--- src/hdl/block_buffer_cache_lru_unit_assert.svh ---
// Assertion macros for the block buffer cache LRU unit.
// Depends on a clock named clk and an active-low reset named arst_n in the including scope.
`ifndef BLOCK_BUFFER_CACHE_LRU_UNIT_ASSERT_SVH
`define BLOCK_BUFFER_CACHE_LRU_UNIT_ASSERT_SVH

// The consequent must hold in the same cycle as the antecedent.
`define BBCL_ASSERT_SAME(lbl, ante, cons, msg) \
	lbl: assert property (@(posedge clk) disable iff (!arst_n) (ante) |-> (cons)) \
		else $error(msg);

// The consequent must hold in the cycle after the antecedent.
`define BBCL_ASSERT_NEXT(lbl, ante, cons, msg) \
	lbl: assert property (@(posedge clk) disable iff (!arst_n) (ante) |=> (cons)) \
		else $error(msg);

`endif

--- src/hdl/bbcl_pkg.sv ---
// Package for the block buffer cache LRU unit: sizes, operation and status codes, states.
// No dependencies.
package bbcl_pkg;

	localparam int ENTRIES = 32;
	localparam int IDX_W   = (ENTRIES > 1) ? $clog2(ENTRIES) : 1;
	localparam int SLOT_W  = 5;
	localparam int DEV_W   = 8;
	localparam int BLK_W   = 32;
	localparam int TAG_W   = DEV_W + BLK_W;
	localparam int STAMP_W = 32;
	localparam int REFS_W  = 8;
	localparam logic [REFS_W-1:0] REFS_MAX = '1;

	localparam int IN_BITS   = DEV_W + BLK_W + SLOT_W + STAMP_W;
	localparam int IN_DATA_W = ((IN_BITS + 7) / 8) * 8;
	localparam int OUT_BITS   = SLOT_W + 1 + 1 + 2;
	localparam int OUT_DATA_W = ((OUT_BITS + 7) / 8) * 8;

	typedef enum logic [1:0] {
		KIND_GET     = 2'd0,
		KIND_RELEASE = 2'd1,
		KIND_PIN     = 2'd2,
		KIND_UNPIN   = 2'd3
	} kind_t;

	typedef enum logic [1:0] {
		ST_OK        = 2'd0,
		ST_NO_FREE   = 2'd1,
		ST_UNDERFLOW = 2'd2,
		ST_OVERFLOW  = 2'd3
	} status_t;

	typedef enum logic [2:0] {
		S_IDLE,
		S_SCAN,
		S_LAST,
		S_COMMIT,
		S_PUT
	} state_t;

endpackage

--- src/hdl/block_buffer_cache_lru_unit.sv ---
// Block buffer cache LRU unit: fully associative tag search and free-entry LRU replacement.
// A get reads the memories once per entry through a single tag and stamp compare unit, then
// drains the read (S_LAST), commits (S_COMMIT) and loads its result beat (S_PUT). Release,
// pin and unpin go straight to the commit and the output load. Input is ready again the cycle
// after the load, so a new request is taken only once the last one is through, and later while
// a waiting result holds the output register. Reset is asynchronous, active low.
module block_buffer_cache_lru_unit
	import bbcl_pkg::*;
(
	input  logic                  clk,
	input  logic                  arst_n,
	input  logic                  s_axis_tvalid,
	output logic                  s_axis_tready,
	// device[7:0], block_number[39:8], slot[44:40], now[76:45], zero fill above.
	input  logic [IN_DATA_W-1:0]  s_axis_tdata,
	// kind[1:0].
	input  logic [1:0]            s_axis_tuser,
	output logic                  m_axis_tvalid,
	input  logic                  m_axis_tready,
	// slot_out[4:0], hit[5], needs_fill[6], status[8:7], zero fill above.
	output logic [OUT_DATA_W-1:0] m_axis_tdata
);

	// Reset is low and clears control state, reference counts, valid bits and stamp-written bits.

	`include "block_buffer_cache_lru_unit_assert.svh"

	state_t state_q, state_d;

	kind_t              kind_q;
	logic [DEV_W-1:0]   dev_q;
	logic [BLK_W-1:0]   blk_q;
	logic [SLOT_W-1:0]  slot_q;
	logic [STAMP_W-1:0] now_q;

	logic [IDX_W-1:0] addr_q;
	logic             accept;
	logic             scan_last;

	logic [TAG_W-1:0]   tag_mem [ENTRIES];
	logic [STAMP_W-1:0] stamp_mem [ENTRIES];
	logic [REFS_W-1:0]  refs_q [ENTRIES];
	logic [ENTRIES-1:0] valid_q;
	logic [ENTRIES-1:0] stok_q;

	logic               rd_v_s1;
	logic [IDX_W-1:0]   idx_s1;
	logic [TAG_W-1:0]   tag_s1;
	logic [STAMP_W-1:0] stamp_s1;
	logic [REFS_W-1:0]  refs_s1;
	logic               valid_s1;
	logic               stok_s1;
	logic [STAMP_W-1:0] eff_stamp;

	logic               hit_found_q;
	logic [IDX_W-1:0]   hit_idx_q;
	logic               vic_found_q;
	logic [IDX_W-1:0]   vic_idx_q;
	logic [STAMP_W-1:0] vic_stamp_q;

	logic [IDX_W-1:0]  refs_addr;
	logic [REFS_W-1:0] refs_rd;
	logic [IDX_W-1:0]  tgt_idx;
	logic              refs_we;
	logic [REFS_W-1:0] refs_wd;
	logic              tag_we;
	logic              stamp_we;
	logic              valid_set;

	logic [SLOT_W+IDX_W-1:0] slot_ext;
	logic [IDX_W-1:0]        slot_idx;
	logic                    slot_in_range;
	logic [SLOT_W+IDX_W-1:0] hit_ext;
	logic [SLOT_W+IDX_W-1:0] vic_ext;

	logic [SLOT_W-1:0] res_slot;
	logic              res_hit;
	logic              res_fill;
	status_t           res_status;
	logic [SLOT_W-1:0] res_slot_q;
	logic              res_hit_q;
	logic              res_fill_q;
	status_t           res_status_q;

	logic                  out_valid_q;
	logic [OUT_BITS-1:0]   out_data_q;
	logic                  out_load;

	assign accept    = s_axis_tvalid && s_axis_tready;
	assign scan_last = (32'(addr_q) == 32'(ENTRIES - 1));

	assign slot_ext      = {{IDX_W{1'b0}}, slot_q};
	assign slot_idx      = slot_ext[IDX_W-1:0];
	assign slot_in_range = (32'(slot_q) < 32'(ENTRIES));
	assign hit_ext       = {{SLOT_W{1'b0}}, hit_idx_q};
	assign vic_ext       = {{SLOT_W{1'b0}}, vic_idx_q};

	always_ff @(posedge clk or negedge arst_n) begin
		if (!arst_n) begin
			state_q <= S_IDLE;
		end else begin
			state_q <= state_d;
		end
	end

	always_comb begin
		state_d       = state_q;
		s_axis_tready = 1'b0;
		out_load      = 1'b0;
		case (state_q)
			S_IDLE: begin
				s_axis_tready = 1'b1;
				if (s_axis_tvalid) begin
					if (kind_t'(s_axis_tuser) == KIND_GET) begin
						state_d = S_SCAN;
					end else begin
						state_d = S_COMMIT;
					end
				end
			end
			S_SCAN: begin
				if (scan_last) begin
					state_d = S_LAST;
				end
			end
			S_LAST: begin
				state_d = S_COMMIT;
			end
			S_COMMIT: begin
				state_d = S_PUT;
			end
			S_PUT: begin
				if (!out_valid_q || m_axis_tready) begin
					out_load = 1'b1;
					state_d  = S_IDLE;
				end
			end
			default: begin
				state_d = S_IDLE;
			end
		endcase
	end

	always_ff @(posedge clk) begin
		if (accept) begin
			kind_q <= kind_t'(s_axis_tuser);
			dev_q  <= s_axis_tdata[DEV_W-1:0];
			blk_q  <= s_axis_tdata[DEV_W+BLK_W-1:DEV_W];
			slot_q <= s_axis_tdata[DEV_W+BLK_W+SLOT_W-1:DEV_W+BLK_W];
			now_q  <= s_axis_tdata[IN_BITS-1:DEV_W+BLK_W+SLOT_W];
		end
	end

	always_ff @(posedge clk or negedge arst_n) begin
		if (!arst_n) begin
			addr_q  <= '0;
			rd_v_s1 <= 1'b0;
		end else begin
			rd_v_s1 <= (state_q == S_SCAN);
			if (accept) begin
				addr_q <= '0;
			end else if (state_q == S_SCAN) begin
				addr_q <= addr_q + 1'b1;
			end
		end
	end

	// Tag and stamp memories: one write port, one registered read port at the scan address.
	always_ff @(posedge clk) begin
		if (tag_we) begin
			tag_mem[tgt_idx] <= {blk_q, dev_q};
		end
		if (stamp_we) begin
			stamp_mem[tgt_idx] <= now_q;
		end
		if (state_q == S_SCAN) begin
			tag_s1   <= tag_mem[addr_q];
			stamp_s1 <= stamp_mem[addr_q];
			refs_s1  <= refs_rd;
			valid_s1 <= valid_q[addr_q];
			stok_s1  <= stok_q[addr_q];
			idx_s1   <= addr_q;
		end
	end

	assign refs_addr = (state_q == S_SCAN) ? addr_q : tgt_idx;
	assign refs_rd   = refs_q[refs_addr];

	always_ff @(posedge clk or negedge arst_n) begin
		if (!arst_n) begin
			for (int i = 0; i < ENTRIES; i++) begin
				refs_q[i] <= '0;
			end
			valid_q <= '0;
			stok_q  <= '0;
		end else begin
			if (refs_we) begin
				refs_q[tgt_idx] <= refs_wd;
			end
			if (valid_set) begin
				valid_q[tgt_idx] <= 1'b1;
			end
			if (stamp_we) begin
				stok_q[tgt_idx] <= 1'b1;
			end
		end
	end

	// A stamp that was never written reads as zero.
	assign eff_stamp = stok_s1 ? stamp_s1 : '0;

	always_ff @(posedge clk or negedge arst_n) begin
		if (!arst_n) begin
			hit_found_q <= 1'b0;
			vic_found_q <= 1'b0;
		end else if (accept) begin
			hit_found_q <= 1'b0;
			vic_found_q <= 1'b0;
		end else if (rd_v_s1) begin
			if (!hit_found_q && valid_s1 && (tag_s1 == {blk_q, dev_q})) begin
				hit_found_q <= 1'b1;
			end
			if ((refs_s1 == '0) && (!vic_found_q || (eff_stamp < vic_stamp_q))) begin
				vic_found_q <= 1'b1;
			end
		end
	end

	always_ff @(posedge clk) begin
		if (rd_v_s1) begin
			if (!hit_found_q && valid_s1 && (tag_s1 == {blk_q, dev_q})) begin
				hit_idx_q <= idx_s1;
			end
			if ((refs_s1 == '0) && (!vic_found_q || (eff_stamp < vic_stamp_q))) begin
				vic_idx_q   <= idx_s1;
				vic_stamp_q <= eff_stamp;
			end
		end
	end

	always_comb begin
		tgt_idx    = slot_idx;
		refs_we    = 1'b0;
		refs_wd    = refs_rd;
		tag_we     = 1'b0;
		stamp_we   = 1'b0;
		valid_set  = 1'b0;
		res_slot   = slot_q;
		res_hit    = 1'b0;
		res_fill   = 1'b0;
		res_status = ST_OK;
		if (kind_q == KIND_GET) begin
			if (hit_found_q) begin
				tgt_idx  = hit_idx_q;
				res_slot = hit_ext[SLOT_W-1:0];
				res_hit  = 1'b1;
				if (refs_rd == REFS_MAX) begin
					res_status = ST_OVERFLOW;
				end else begin
					refs_we = 1'b1;
					refs_wd = refs_rd + 1'b1;
				end
			end else if (vic_found_q) begin
				tgt_idx   = vic_idx_q;
				res_slot  = vic_ext[SLOT_W-1:0];
				res_fill  = 1'b1;
				refs_we   = 1'b1;
				refs_wd   = REFS_W'(1);
				tag_we    = 1'b1;
				stamp_we  = 1'b1;
				valid_set = 1'b1;
			end else begin
				res_slot   = '0;
				res_status = ST_NO_FREE;
			end
		end else if (slot_in_range) begin
			if (kind_q == KIND_PIN) begin
				if (refs_rd == REFS_MAX) begin
					res_status = ST_OVERFLOW;
				end else begin
					refs_we = 1'b1;
					refs_wd = refs_rd + 1'b1;
				end
			end else if (refs_rd == '0) begin
				res_status = ST_UNDERFLOW;
			end else begin
				refs_we = 1'b1;
				refs_wd = refs_rd - 1'b1;
				if ((kind_q == KIND_RELEASE) && (refs_rd == REFS_W'(1))) begin
					stamp_we = 1'b1;
				end
			end
		end
		if (state_q != S_COMMIT) begin
			refs_we   = 1'b0;
			tag_we    = 1'b0;
			stamp_we  = 1'b0;
			valid_set = 1'b0;
		end
	end

	always_ff @(posedge clk) begin
		if (state_q == S_COMMIT) begin
			res_slot_q   <= res_slot;
			res_hit_q    <= res_hit;
			res_fill_q   <= res_fill;
			res_status_q <= res_status;
		end
		if (out_load) begin
			out_data_q <= {res_status_q, res_fill_q, res_hit_q, res_slot_q};
		end
	end

	always_ff @(posedge clk or negedge arst_n) begin
		if (!arst_n) begin
			out_valid_q <= 1'b0;
		end else if (out_load) begin
			out_valid_q <= 1'b1;
		end else if (m_axis_tready) begin
			out_valid_q <= 1'b0;
		end
	end

	assign m_axis_tvalid = out_valid_q;
	assign m_axis_tdata  = {{(OUT_DATA_W-OUT_BITS){1'b0}}, out_data_q};

	`BBCL_ASSERT_SAME(a_hit_no_fill, m_axis_tvalid && m_axis_tdata[SLOT_W], !m_axis_tdata[SLOT_W+1], "hit beat also asks for a fill")
	`BBCL_ASSERT_SAME(a_fill_ok, m_axis_tvalid && m_axis_tdata[SLOT_W+1], m_axis_tdata[OUT_BITS-1:SLOT_W+2] == ST_OK, "fill beat carries an error status")
	`BBCL_ASSERT_NEXT(a_victim_valid, (state_q == S_COMMIT) && (kind_q == KIND_GET) && !hit_found_q && vic_found_q, valid_q[vic_idx_q] && (refs_q[vic_idx_q] == REFS_W'(1)), "replaced entry not valid with one reference")

endmodule
--- config.mk ---
export PLATFORM = sky130hd
export DESIGN_NAME = block_buffer_cache_lru_unit
export DESIGN_NICKNAME = d
export VERILOG_FILES = /design/src/hdl/bbcl_pkg.sv /design/src/hdl/block_buffer_cache_lru_unit.sv
export VERILOG_INCLUDE_DIRS = /design/src /design/src/hdl
export SDC_FILE = /design/constraint.sdc
export NUM_CORES = 2
export LEC_CHECK = 0
export BUFFER_PORTS_ARGS = -buffer_cell sky130_fd_sc_hd__buf_2
export CELL_PAD_IN_SITES_DETAIL_PLACEMENT = 0
export CELL_PAD_IN_SITES_GLOBAL_PLACEMENT = 1
export CORE_UTILIZATION = 25
export DETAILED_ROUTE_END_ITERATION = 10
export PLACE_DENSITY_LB_ADDON = 0.1
export SYNTH_ARGS = -nofsm -noshare
export SYNTH_HDL_FRONTEND = slang
export SYNTH_SLANG_ARGS = --single-unit
--- constraint.sdc ---
create_clock -name clk -period 9.4 [get_ports clk]
set_clock_uncertainty 0.1 [all_clocks]
set_input_delay 0 -clock clk [delete_from_list [all_inputs] [get_ports clk]]
set_output_delay 0 -clock clk [all_outputs]
set_load 0.005 [all_outputs]
# Word level (Yosys, flattened, before mapping)
# Memories as Yosys holds them, arrays and structs flattened. A register that Yosys moved wholly into a read port is not among the register bits.
# Cells that the tools add are included.
# word_totals
ff_bits	486
ram_bits	2304
input_bits	86
output_inout_bits	18
word_cells	184
mem_count	2
# op_classes
n_addsub	3
magnitude_cmp	7
n_eq_ne	14
muxes	70
n_bitwise	4
reduce_logical	27
# memory_table
name	depth	width	read_ports	rd_ports_with_merged_regs	write_ports	line_no	source
tag_mem	32	40	1	1	1	block_buffer_cache_lru_unit.sv:40	logic [TAG_W-1:0] tag_mem [ENTRIES];
stamp_mem	32	32	1	1	1	block_buffer_cache_lru_unit.sv:41	logic [STAMP_W-1:0] stamp_mem [ENTRIES];
# op_table
cell	n
$bwmux 256	1
$mux 8	9
$or 32x32->32	2
$mux 5	9
$bmux 8 s5	1
$demux 8 s5	1
$eq 40x40->1	1
$mux 1	35
$lt 32x32->1	1
$mux 32	1
$logic_not 8->1	2
$pmux 3 s5	1
$ge 6x6->1 const B	2
$lt 5x6->1 const B	2
$mux 2	6
$not 5->6	2
$bmux 1 s5	2
$reduce_bool 2->1	5
$mux 3	3
$add 8x1->8 const B	1
$eq 8x1->1 const B	1
$eq 8x8->1 const B	1
$reduce_and 2->1	4
$sub 8x1->8 const B	1
18 further kinds	31

# Logic depth before layout (Yosys ltp)
# depth
ltp_word	17
ltp_mapped	21
ltp_nobuf	16

# Worst setup path before layout
# Ideal clock, no wire load.
# synth_path
kind	register to register
start	register state_q[1]
end	memory stamp_mem[15][0] (enable)
setup_time_ns	0.462
t_arrival_ns	6.824
required_time_ns	8.838
setup_slack_ns	2.013
path_stages_with_launch	14
path_buffers	2
synth_period_minus_slack_ns	7.387
path_cell_list	dfrtp_1 or3b_1 inv_1 buf_2 nor2_1 nor4_1 a2111oi_0 nor4_1 nand3_1 nor4_2 nor4b_1 a31oi_1 clkbuf_1 nor3_1
# synth_between
elab_chain_cells	15
word_cells_on_any_way	17
cone_classes	3 x eq/ne; 11 x mux; 1 x bitwise; 2 x reduce/logical
# synth_lines
item	line_no	source
start: declaration	block_buffer_cache_lru_unit.sv:28	state_t state_q, state_d;
start signal: assignment	block_buffer_cache_lru_unit.sv:102	state_q <= state_d;
$eq 3x1->1 *	block_buffer_cache_lru_unit.sv:186	assign refs_addr = (state_q == S_SCAN) ? addr_q : tgt_idx;
$mux 5 *	block_buffer_cache_lru_unit.sv:186	
$not 5->6 (implied by the code) *	block_buffer_cache_lru_unit.sv:187	assign refs_rd = refs_q[refs_addr];
$bmux 8 s5 *	block_buffer_cache_lru_unit.sv:187	
$mux 8 (implied by the code) * (2 in series)	block_buffer_cache_lru_unit.sv:187	
via refs_rd[4]	block_buffer_cache_lru_unit.sv:62	logic [REFS_W-1:0] refs_rd;
$eq 8x1->1	block_buffer_cache_lru_unit.sv:289	if ((kind_q == KIND_RELEASE) && (refs_rd == REFS_W'(1))) begin
$logic_and 1x1->1	block_buffer_cache_lru_unit.sv:289	
$mux 1	block_buffer_cache_lru_unit.sv:289	
$mux 1 *	block_buffer_cache_lru_unit.sv:284	end else if (refs_rd == '0) begin
$mux 1 *	block_buffer_cache_lru_unit.sv:277	if (kind_q == KIND_PIN) begin
$mux 1 *	block_buffer_cache_lru_unit.sv:252	if (kind_q == KIND_GET) begin
$mux 1 *	block_buffer_cache_lru_unit.sv:294	if (state_q != S_COMMIT) begin
$mux 1 *	block_buffer_cache_lru_unit.sv:173	if (stamp_we) begin
$mux 1 (implied by the code) *	block_buffer_cache_lru_unit.sv:174	stamp_mem[tgt_idx] <= now_q;
end: declaration	block_buffer_cache_lru_unit.sv:41	
# The timed path passes the listed nets; every way through them passes the cells marked *. The select of a mux whose other input is x is not followed.

# Worst setup path in the final report
# layout_path
start	register kind_q[0]
end	register refs_q[70] in the netlist's numbering
# layout_between
elab_chain_cells	12
word_cells_on_any_way	31
cone_classes	2 x add/sub; 2 x order compare; 2 x eq/ne; 20 x mux; 2 x bitwise; 3 x reduce/logical
# layout_lines
item	line_no	source
start: declaration	block_buffer_cache_lru_unit.sv:30	kind_t kind_q;
start signal: assignment	block_buffer_cache_lru_unit.sv:146	kind_q <= kind_t'(s_axis_tuser);
$logic_not 2->1 *	block_buffer_cache_lru_unit.sv:252	
$mux 5 *	block_buffer_cache_lru_unit.sv:252	
$mux 5 *	block_buffer_cache_lru_unit.sv:186	
$not 5->6 (implied by the code) *	block_buffer_cache_lru_unit.sv:187	
$bmux 8 s5 *	block_buffer_cache_lru_unit.sv:187	
$mux 8 (implied by the code) * (2 in series)	block_buffer_cache_lru_unit.sv:187	
via refs_rd[1]	block_buffer_cache_lru_unit.sv:62	
$sub 8x1->8, or another cell as far along	block_buffer_cache_lru_unit.sv:288	refs_wd = refs_rd - 1'b1;
$mux 8, or another cell as far along	block_buffer_cache_lru_unit.sv:284	
$mux 8, or another cell as far along	block_buffer_cache_lru_unit.sv:277	
$mux 8 / $mux 1 (equally long branches)	block_buffer_cache_lru_unit.sv:252	
$bwmux 256 / $mux 1 (equally long branches)	block_buffer_cache_lru_unit.sv:198, block_buffer_cache_lru_unit.sv:294	
end signal: indexed assignment	block_buffer_cache_lru_unit.sv:198	refs_q[tgt_idx] <= refs_wd;
end: declaration	block_buffer_cache_lru_unit.sv:42	logic [REFS_W-1:0] refs_q [ENTRIES];
# Marks and branches as above.
# A chain may end at the register's enable or synchronous reset.

==> flow_summary.ini <==
[pwr]
power.switching_mw = 12.7
leak_pwr_nw = 43.5
p_clk_share_pct = 32.3
power.share.combinational_pct = 27.4
power.share.sequential_pct = 40.3
netSwitchingFraction_pct = 32.4
peakVddDrop_mv = 0.324
p_int_mw = 26.5
pwr_density_cell_mw_per_mm2 = 292

[worst_setup_path]
arrival_ps = 8710
cp_max_fo = 43
r2r-start = kind_q[0]$_DFFE_PP_
worstRegToRegCells = 17
critPathMostFrequentCell = sky130_fd_sc_hd__buf_4
crit_required_ps = 10080
path_depth = 17
crit_family = compound AO/OA/AOI/OAI gates
ff2ff_setup_slack_ps = 1370
end_kind = register
timing.rr.end = refs_q[70]$_DFFE_PN0P_
critPathSlowestCell = sky130_fd_sc_hd__a2111oi_0
critical_path.max_stage_delay_ps = 1070
cp.buffers_inverters = 4
critPathLaunchType = register
path_cells = or2_1, a221oi_4, buf_4, a21o_1, buf_4, nor4_1, a2111oi_0, nor4_1, nand3_1, ha_1, inv_1, a41oi_1, nand3_1, or4_1, a32o_1, buf_4, mux2_1
timing.setup.critical_path_class = register to register

[place]
routabilityCongestion = 0.728
dp_hpwl_um = 188000
buffer_ports.inserted = 93
detailedPlace.worstSlack_ps = 1580

[cts]
clk_root_buffer_cell = sky130_fd_sc_hd__clkbuf_16
cts_post_setup_buffers_inserted = 0
clock_tree_from_tritoncts = built
clkSlewWorstSetupHoldPaths_ps = 60
cts.sinks = 2862
largest_buffer_count_on_any_clock_path = 4
insertion_delay_to_the_later_sink_of_the_worst_skew_pair_ps = 960
cts-buffers-inserted = 343
post_cts.resized_instances = 0
htreeDepth = 5

[hold_path]
end_point_of_the_worst_hold_path = slot_idx[2]$_DFFE_PP_
hold-path-cell-count = 3
holdCritPathClass = input port to register
min-delay-start = s_axis_tvalid

[timing]
rsz0062_at_grt = no
post-route-period-util_pct = 85.4
timing.final.ws_setup_ps = 1370
worst_margin_pin_slew_ps = 1290
timing_hold_violations_final = 0
period_minus_slack_ps = 8030
fin_setup_tns_ps = 0
final-max-slew-violation-count = 0
slew_headroom_pct = 13.0
timing.final.setup_violations = 0
achievable_freq_ghz = 0.125

[final_layout]
fin_nets = 5992
filler_cell_count = 43761
flow.area_growth_from_synthesis_pct = 19.0
final_layout_size_suffix_gt1_share_pct = 31.9

[yosys]
ys.flop_type = sky130_fd_sc_hd__edfxtp_1
post_synth_num_cell_types = 81
synthesis.area_mm2 = 0.113
async_reset_ff_share_pct = 11.6
number_of_flops_mapped_to_enable_cells_by_yosys = 2530
yosysWarnings = 0
synth_area_per_cell_um2 = 21.1
synth_seq_area_share_pct = 74.6
post_synth_inst_count = 5346
yosys_register_bits = 2862

[route]
detailroute.via_count = 56114
wire_per_inst_um = 29.2
drt_wl_total_um = 353000
ant_nets = 0
detailedRoute.firstPassIterationCount = 6
post-route-drc-count = 0
drtIter0Drc = 4233
vias_per_cell = 4.64

[grt]
grt_max_degree = 141
grt_pass1_wl_um = 492000
grt_antenna_before_repair = 13
global_route.usage.total_pct = 15.4
via_count_of_the_first_global_routing_pass = 59828
grt.overflow.total = 0

[floorplanning]
die_width_um = 674
std_cell_rows = 246
core_region_area_mm2 = 0.449
initial_utilization_pct = 25.1
num_io_pins = 104
floorplan.die.height_um = 674
die_area_mm2 = 0.455

[run_status]
run_status = completed

[job]
maxCapViolCount = 0
[cells in the final DEF (no fill, tap or decap), types with 37 or more instances in the layout]
cell type                       count
sky130_fd_sc_hd__clkinv_2          49
sky130_fd_sc_hd__a22oi_1           46
sky130_fd_sc_hd__clkinv_1          75
sky130_fd_sc_hd__mux2_1            39
sky130_fd_sc_hd__dlygate4sd3_1    164
sky130_fd_sc_hd__dfrtp_1          327
sky130_fd_sc_hd__mux2_2           261
sky130_fd_sc_hd__edfxtp_1        2530
sky130_fd_sc_hd__ha_1              37
sky130_fd_sc_hd__nand4_1           87
sky130_fd_sc_hd__inv_1             44
sky130_fd_sc_hd__nand2_1          144
sky130_fd_sc_hd__clkbuf_16        348
sky130_fd_sc_hd__buf_4            201
sky130_fd_sc_hd__nand3_1           79
sky130_fd_sc_hd__clkbuf_1          91
sky130_fd_sc_hd__or2_2             65
sky130_fd_sc_hd__buf_2             92
sky130_fd_sc_hd__mux4_2           740
sky130_fd_sc_hd__nor2_1            78
sky130_fd_sc_hd__mux2i_1           43
sky130_fd_sc_hd__a22o_1            42
[per-layer routing]
| layer | vias to the layer above | global-route usage [%] | share of wire, % |
|---|---|---|---|
| li1 | 23398 | - | - |
| met1 | 31102 | 22.0 | 47 |
| met2 | 1206 | 25.0 | 47 |
| met3 | 408 | 2.29 | 4.1 |
| met4 | 0 | 2.94 | 1.8 |
| met5 | - | 0 | 0 |
[synth_stat cells (all sizes together) (6+ instances only)]
master	instances	share of area (%)
a2111oi	22	0.17
a21o	15	0.10
a21oi	21	0.11
a221o	12	0.11
a221oi	7	0.091
a22o	42	0.33
a22oi	46	0.31
a2bb2oi	15	0.12
a31oi	7	0.052
a32o	6	0.053
a32oi	18	0.14
and2	35	0.19
and3	13	0.072
and4	21	0.16
buf	123	0.52
clkbuf	185	0.61
dfrtp	332	7.4
edfxtp	2530	67
ha	37	0.41
inv	46	0.15
mux2	300	3.0
mux2i	43	0.38
mux4	740	15
nand2	164	0.59
nand2b	8	0.044
nand3	82	0.39
nand4	87	0.48
nor2	112	0.37
nor3	41	0.18
nor4	30	0.20
o211ai	22	0.15
o21ai	21	0.096
or2	67	0.37
xnor2	12	0.093
xor2	35	0.27
[cells by family (layout without fill, tap and decap cells)]
logic type | after synthesis | count (layout) | synth area share, %
adders and majority gates | 37 | 37 | 0.410
AOI/OAI and AO/OA | 282 | 282 | 2.03
and+or+nand+nor | 680 | 680 | 3.21
DFF | 2862 | 2862 | 74.6
other | 1 | 12 | 0.00332
buffers and inverters | 354 | 1144 | 1.29
xor gates and xnor gates | 47 | 47 | 0.364
muxes | 1083 | 1083 | 18.1
[metrics by stage]
step | area, um2 | hold slack (ps) | power (mW) | util (%) | cells
after floorplan | 113000 | -396 | 22.6 | - | 5352
after global placement | 122000 | 75.9 | 27.1 | 27.2 | 11310
after detailed placement | 122000 | 78.1 | 27.2 | 27.2 | 11311
after CTS | 134000 | 3.08 | 40.1 | 29.9 | 12094
after global routing | 134000 | 49.2 | 41.2 | 29.9 | 12095
final | 134000 | 76.2 | 39.3 | 29.9 | 12099
[layout make-up]
type | count | area (um2) | share of cell area [%]
Antenna cell | 5 | 12.5 | 0.00931
Timing Repair Buffer | 480 | 4070 | 3.03
Clock inverter | 168 | 1370 | 1.02
Tap cell | 5952 | 7450 | 5.54
Multi-Input combinational cell | 2136 | 27900 | 20.7
Clock buffer | 450 | 9200 | 6.84
Inverter | 46 | 180 | 0.134
Sequential cell | 2862 | 84300 | 62.7
[how the worst max path moves through the flow]
stage | from | end | slack (ps)
2_1_floorplan | state_q[1]$_DFFE_PN0P_ | stamp_mem[15][0]$_DFFE_PP_ | 2010
3_3_place_gp | kind_q[0]$_DFFE_PP_ | refs_q[70]$_DFFE_PN0P_ | 1570
3_5_place_dp | kind_q[0]$_DFFE_PP_ | refs_q[70]$_DFFE_PN0P_ | 1580
4_1_cts | kind_q[0]$_DFFE_PP_ | refs_q[70]$_DFFE_PN0P_ | 1520
5_1_grt | kind_q[0]$_DFFE_PP_ | refs_q[230]$_DFFE_PN0P_ | 1200
6_report | kind_q[0]$_DFFE_PP_ | refs_q[70]$_DFFE_PN0P_ | 1370
[registers in the layout, indices dropped and copies added (netlist names), 8 cells and up]
register and flops:
dev_q 8, stamp_mem 1024, refs_q 256, refs_s1 8
valid_q 32, blk_q 32, stamp_s1 32, tag_s1 40
out_data_q 9, now_q 32, tag_mem 1280, stok_q 32
vic_stamp_q 32
[power groups by stage]
stage | Combinational [mW] | Sequential [mW] | Clock, mW
after floorplan | 6.75 | 15.9 | 0
after global placement | 11.1 | 16.1 | 0
after detailed placement | 11.1 | 16.1 | 0
after CTS | 11.2 | 15.8 | 13.1
after global routing | 11.6 | 15.9 | 13.6
final | 10.8 | 15.8 | 12.7
[worst reg2reg max path: stages (launching register included)]
cell and delay, ps:
sky130_fd_sc_hd__edfxtp_1 720, sky130_fd_sc_hd__or2_1 590, sky130_fd_sc_hd__a221oi_4 430, sky130_fd_sc_hd__buf_4 610, sky130_fd_sc_hd__a21o_1 630, sky130_fd_sc_hd__buf_4 310
sky130_fd_sc_hd__nor4_1 70, sky130_fd_sc_hd__a2111oi_0 1070, sky130_fd_sc_hd__nor4_1 130, sky130_fd_sc_hd__nand3_1 290, sky130_fd_sc_hd__ha_1 280, sky130_fd_sc_hd__inv_1 60
sky130_fd_sc_hd__a41oi_1 390, sky130_fd_sc_hd__nand3_1 300, sky130_fd_sc_hd__or4_1 560, sky130_fd_sc_hd__a32o_1 600, sky130_fd_sc_hd__buf_4 390, sky130_fd_sc_hd__mux2_1 350
[timing repair]
item / 4_1_cts / 5_1_grt
hold endpoints to repair: 406 / 0
hold buffers: 165 / 0
setup endpoints to repair: 0 / 0
No activity file was read; power rests on OpenSTA's default activity.
